--- src/rtl/core/tpiq_pkg.sv ---
// Shared types and constants of the tide phasor to in-phase/quadrature unit.
package tpiq_pkg;

  localparam int AMP_W  = 24;
  localparam int GAIN_W = 32;
  localparam int OUT_W  = 41;
  localparam int XW     = 33;
  localparam int ZW     = 33;
  localparam int TURN_W = 32;
  localparam int AG_W   = AMP_W + GAIN_W;
  localparam int MW     = 32;
  localparam int FRAC   = 30;
  localparam int OUT_SHIFT = 46;
  localparam int SCALE_STAGES = 6;
  localparam int ATAN_DEPTH = 24;

  localparam logic [AMP_W-1:0]  FILL_RESET   = 24'hFFFFFF;
  localparam logic [GAIN_W-1:0] GAIN_RESET   = 32'd497470000;
  localparam logic signed [XW-1:0] CORDIC_START = 33'sd652032874;

  localparam logic REG_FILL_CODE = 1'b0;
  localparam logic REG_GAIN      = 1'b1;

  // atan(2^-i) in units of 2^32 per turn.
  localparam logic [TURN_W-1:0] ATAN_TURN [ATAN_DEPTH] = '{
    32'h20000000, 32'h12E4051E, 32'h09FB385B, 32'h051111D4,
    32'h028B0D43, 32'h0145D7E1, 32'h00A2F61E, 32'h00517C55,
    32'h0028BE53, 32'h00145F2F, 32'h000A2F98, 32'h000517CC,
    32'h00028BE6, 32'h000145F3, 32'h0000A2F9, 32'h0000517C,
    32'h000028BE, 32'h0000145F, 32'h00000A2F, 32'h00000517,
    32'h0000028B, 32'h00000145, 32'h000000A2, 32'h00000051
  };

  typedef struct packed {
    logic                  valid;
    logic                  fill;
    logic                  flip_p;
    logic                  flip_l;
    logic [AMP_W-1:0]      amp;
    logic signed [XW-1:0]  xp;
    logic signed [XW-1:0]  yp;
    logic signed [ZW-1:0]  zp;
    logic signed [XW-1:0]  xl;
    logic signed [XW-1:0]  yl;
    logic signed [ZW-1:0]  zl;
  } cell_t;

endpackage

--- src/rtl/core/tpiq_cordic_cell.sv ---
// One CORDIC rotation step for the phase and the latitude vector of an item.
module tpiq_cordic_cell #(
  parameter int SHIFT = 0
) (
  input  logic            clk,
  input  logic            rst,
  input  tpiq_pkg::cell_t cell_in,
  output tpiq_pkg::cell_t cell_out
);

  localparam logic signed [tpiq_pkg::ZW-1:0] STEP_ANGLE =
    tpiq_pkg::ZW'(tpiq_pkg::ATAN_TURN[SHIFT]);

  logic            valid;
  tpiq_pkg::cell_t data;
  tpiq_pkg::cell_t data_next;

  always_comb begin
    data_next = cell_in;
    // Rotate toward zero residual angle; shifts are arithmetic (floor).
    if (!cell_in.zp[tpiq_pkg::ZW-1]) begin
      data_next.xp = cell_in.xp - (cell_in.yp >>> SHIFT);
      data_next.yp = cell_in.yp + (cell_in.xp >>> SHIFT);
      data_next.zp = cell_in.zp - STEP_ANGLE;
    end else begin
      data_next.xp = cell_in.xp + (cell_in.yp >>> SHIFT);
      data_next.yp = cell_in.yp - (cell_in.xp >>> SHIFT);
      data_next.zp = cell_in.zp + STEP_ANGLE;
    end
    if (!cell_in.zl[tpiq_pkg::ZW-1]) begin
      data_next.xl = cell_in.xl - (cell_in.yl >>> SHIFT);
      data_next.yl = cell_in.yl + (cell_in.xl >>> SHIFT);
      data_next.zl = cell_in.zl - STEP_ANGLE;
    end else begin
      data_next.xl = cell_in.xl + (cell_in.yl >>> SHIFT);
      data_next.yl = cell_in.yl - (cell_in.xl >>> SHIFT);
      data_next.zl = cell_in.zl + STEP_ANGLE;
    end
  end

  always_ff @(posedge clk) begin
    if (rst) begin
      valid <= 1'b0;
    end else begin
      valid <= cell_in.valid;
    end
  end

  always_ff @(posedge clk) begin
    data <= data_next;
  end

  always_comb begin
    cell_out       = data;
    cell_out.valid = valid;
  end

endmodule

--- config.mk ---
export PLATFORM = sky130hd
export DESIGN_NAME = tpiq_cordic_cell
export DESIGN_NICKNAME = d
export VERILOG_FILES = /design/src/rtl/core/tpiq_pkg.sv /design/src/rtl/core/tpiq_cordic_cell.sv
export SDC_FILE = /design/constraint.sdc
export NUM_CORES = 1
export LEC_CHECK = 0
export ABC_AREA = 1
export BUFFER_PORTS_ARGS = -buffer_cell sky130_fd_sc_hd__buf_2
export CAP_MARGIN = 0
export CORE_MARGIN = 5
export CORE_UTILIZATION = 39
export DETAILED_ROUTE_END_ITERATION = 16
export SYNTH_ARGS = -nofsm -noshare
export SYNTH_HDL_FRONTEND = slang
export SYNTH_SLANG_ARGS = --single-unit
export TNS_END_PERCENT = 20
--- constraint.sdc ---
create_clock -name clk -period 1.81 [get_ports clk]
set_input_delay 0.0905 -clock clk [delete_from_list [all_inputs] [get_ports clk]]
set_output_delay 0.0905 -clock clk [all_outputs]
set_load 0.02 [all_outputs]
==> metrics.yaml <==
run_status:
  outcome: "completed"
logic_synthesis:
  synth_area_um2: 20000
  yosysWarnings: 0
  yosysTopAreaCell: "nand2_1"
  async_flop_share_pct: 0
  yosysSeqAreaShare_pct: 22.4
  synth_top_area_share_pct: 24.4
  synth_edf_count: 0
  synth.area.top_cells: "nand2_1 24%, dfxtp_1 22%, inv_1 13%, ha_1 12%, nand3_1 8.1%"
  synth-seq-cells: 224
  postSynthAreaPerCell_um2: 5.77
  synthFlopType: "dfxtp_1"
  synthesis.nets: 3901
  synth_cells: 3469
  ys_types: 36
worst_setup_path:
  path_max_fanout: 3
  startpoint_type: "primary input"
  worstSetupPathType: "primary input to flop"
  cp-end-kind: "flop"
  cp_num_buf_inv: 5
  cp.depth: 13
  worstPathRequired_ps: 2340
  cp_data_arrival_time_ps: 2080
  crit_chain: "buf_2, inv_1, ha_1, fa_1, inv_1, nand2_1, nand2_1, nand2_1, nand2_1, buf_4, nor2_1, o31ai_1, buf_4"
  cp_top_family: "adder cells"
  cpMaxStageDelayCell: "o31ai_1"
  slowest_delay_ps: 410
  cp_common_cell: "nand2_1"
timing:
  finalCritPeriodShare_pct: 85.8
  worst_pin_slew_ps: 557
  maxSlewViolCount: 0
  relSlewSlack_pct: 62.5
  hold_viol_final: 0
  timing.fmax_mhz: 644
  fin_crit_ps: 1550
  finalSetupViolCount: 0
  rsz0062_at_grt: "no"
run:
  maxCapViolCount: 0
floorplanning:
  die_x_um: 237
  io_pins: 454
  die-area_um2: 56000
  initial_utilization_pct: 39.2
  core-area_um2: 51100
  die_y_um: 237
  rows: 83
global_routing:
  grt_pass1_wl_um: 124000
  antenna_found_initial: 2
  grt.total_usage_pct: 27.5
  grt-ovfl-total: 0
  grt_max_degree: 60
  first_global_vias: 22300
placed_design:
  port_buffers: 453
  place_area_um2: 26400
  dp_hpwl_um: 68600
  globalplace.congestion: 0.995
  place_inst: 4998
clock_tree:
  post-cts-setup-buffers: 0
  root_buffer: "clkbuf_16"
  clockBufferDepth: 3
  cts_sinks: 224
  clk_pin_slew_ps: 60
  numCtsBuffers: 28
  cts_tree: "built"
  htreeDepth: 1
layout:
  areaGrowthSynthToFinish_pct: 41.8
  final_cells: 5150
  ff_latch_area_um2: 4480
  fin_util_pct: 55.6
  layout-drive-gt1-share_pct: 23.1
  multi_input_area_um2: 12400
  stdcell_area_um2: 28400
  nets: 4881
  fill_cells: 5306
power_and_ir_drop:
  power.total_mw: 20.6
  combinationalPowerShare_pct: 42.1
  power_switching_mw: 7.99
  vdd_drop_max_uv: 638
  power.leakage_nw: 17.1
  netSwitchingFraction_pct: 38.8
  power_frac_clock_pct: 29.4
  internal-power_mw: 12.6
  power_frac_seq_pct: 28.5
  power_density_nw_per_um2: 726
drt:
  viasPerCell: 4.67
  drc: 0
  vias: 24100
  wl_um: 81900
  wl_per_cell_um: 15.9
  drtPass1Iterations: 6
  first_iter_violations: 1875
  ant_nets: 0
min_path:
  hold_path_end: "cell_out[133]"
  min_path_type: "primary input to flop"
  min_from: "cell_in[133]"
  hold-path-cell-count: 4
==> cell families after synthesis <==
group           Yosys count  share of synthesized area [%]
compound gates          272                           7.37
xor+xnor                 50                           2.19
fa+ha+maj               204                           13.0
buf+inv                 789                           15.5
flops                   224                           22.4
simple gates           1930                           39.5
==> metal layers <==
metal	up-vias	track usage [%]	wire, µm
met3	92	4.53	5950
met1	10700	36.4	36000
met4	2	6.73	2100
met2	811	47.1	37800
li1	12500	-	-
met5	-	0	16
==> registers in the layout, indices dropped and copies added (netlist names) <==
signal / count
cell_out: 223
valid: 1
==> power groups by stage <==
stage          Sequential [mW]  Combinational (mW)  Clock [mW]
6_report                  5.87                8.68        6.05
5_1_grt                   5.92                9.49        6.41
4_1_cts                   5.87                8.61        6.20
3_5_place_dp              5.97                8.38           0
3_3_place_gp              5.97                8.36           0
2_1_floorplan             6.70                3.79           0
==> cells in the mapped netlist, types with 23 or more instances <==
cell / number
buf_4: 23
o21bai_1: 24
dfxtp_1: 224
nand4_1: 31
nand2_1: 1302
inv_1: 691
xor2_1: 50
a21oi_1: 145
o21ai_0: 70
clkbuf_1: 24
ha_1: 196
buf_2: 39
nor2_1: 219
nand3_1: 324
==> stage by stage <==
| step | worst slack, ps | setup TNS, ps | hold WS, ps |
|---|---|---|---|
| 6_report | 257 | 0 | 14.0 |
| 5_1_grt | 144 | 0 | 32.4 |
| 4_1_cts | 314 | 0 | 3.03 |
| 3_5_place_dp | -259 | -15010 | 194 |
| 3_3_place_gp | -262 | -14260 | 192 |
| 2_1_floorplan | 224 | 0 | 118 |
==> area by class of cell <==
cell class	count	area share, %
multi-input cells	2456	43.8
repair buffers	1039	24.7
flip-flops and latches	224	15.8
inverters	700	9.25
well taps	680	3.00
clock buffers	31	2.58
clock inverters	19	0.903
diodes	1	0.00881
==> worst max-delay path by stage <==
stage                 start            end  slack [ps]
2_1_floorplan  cell_in[132]  cell_out[164]         220
3_3_place_gp    cell_in[40]   cell_out[74]        -260
3_5_place_dp    cell_in[66]   cell_out[74]        -260
4_1_cts         cell_in[65]   cell_out[98]         310
5_1_grt        cell_in[138]  cell_out[188]         140
6_report        cell_in[66]   cell_out[74]         260
==> cell usage in the layout, fill, tap and decap left out, types with 70 or more instances in the layout <==
master         count
a21oi_1          145
buf_2            453
buf_4            477
dfxtp_1          224
dlygate4sd3_1    101
ha_1             196
inv_1            691
nand2_1         1302
nand3_1          324
nor2_1           219
o21ai_0           70
==> what timing repair did <==
action,in CTS,in global routing
gates resized for setup,0,0
hold buffers,101,0
hold endpoints to repair,106,0
Power figures use the tool's default switching activity.
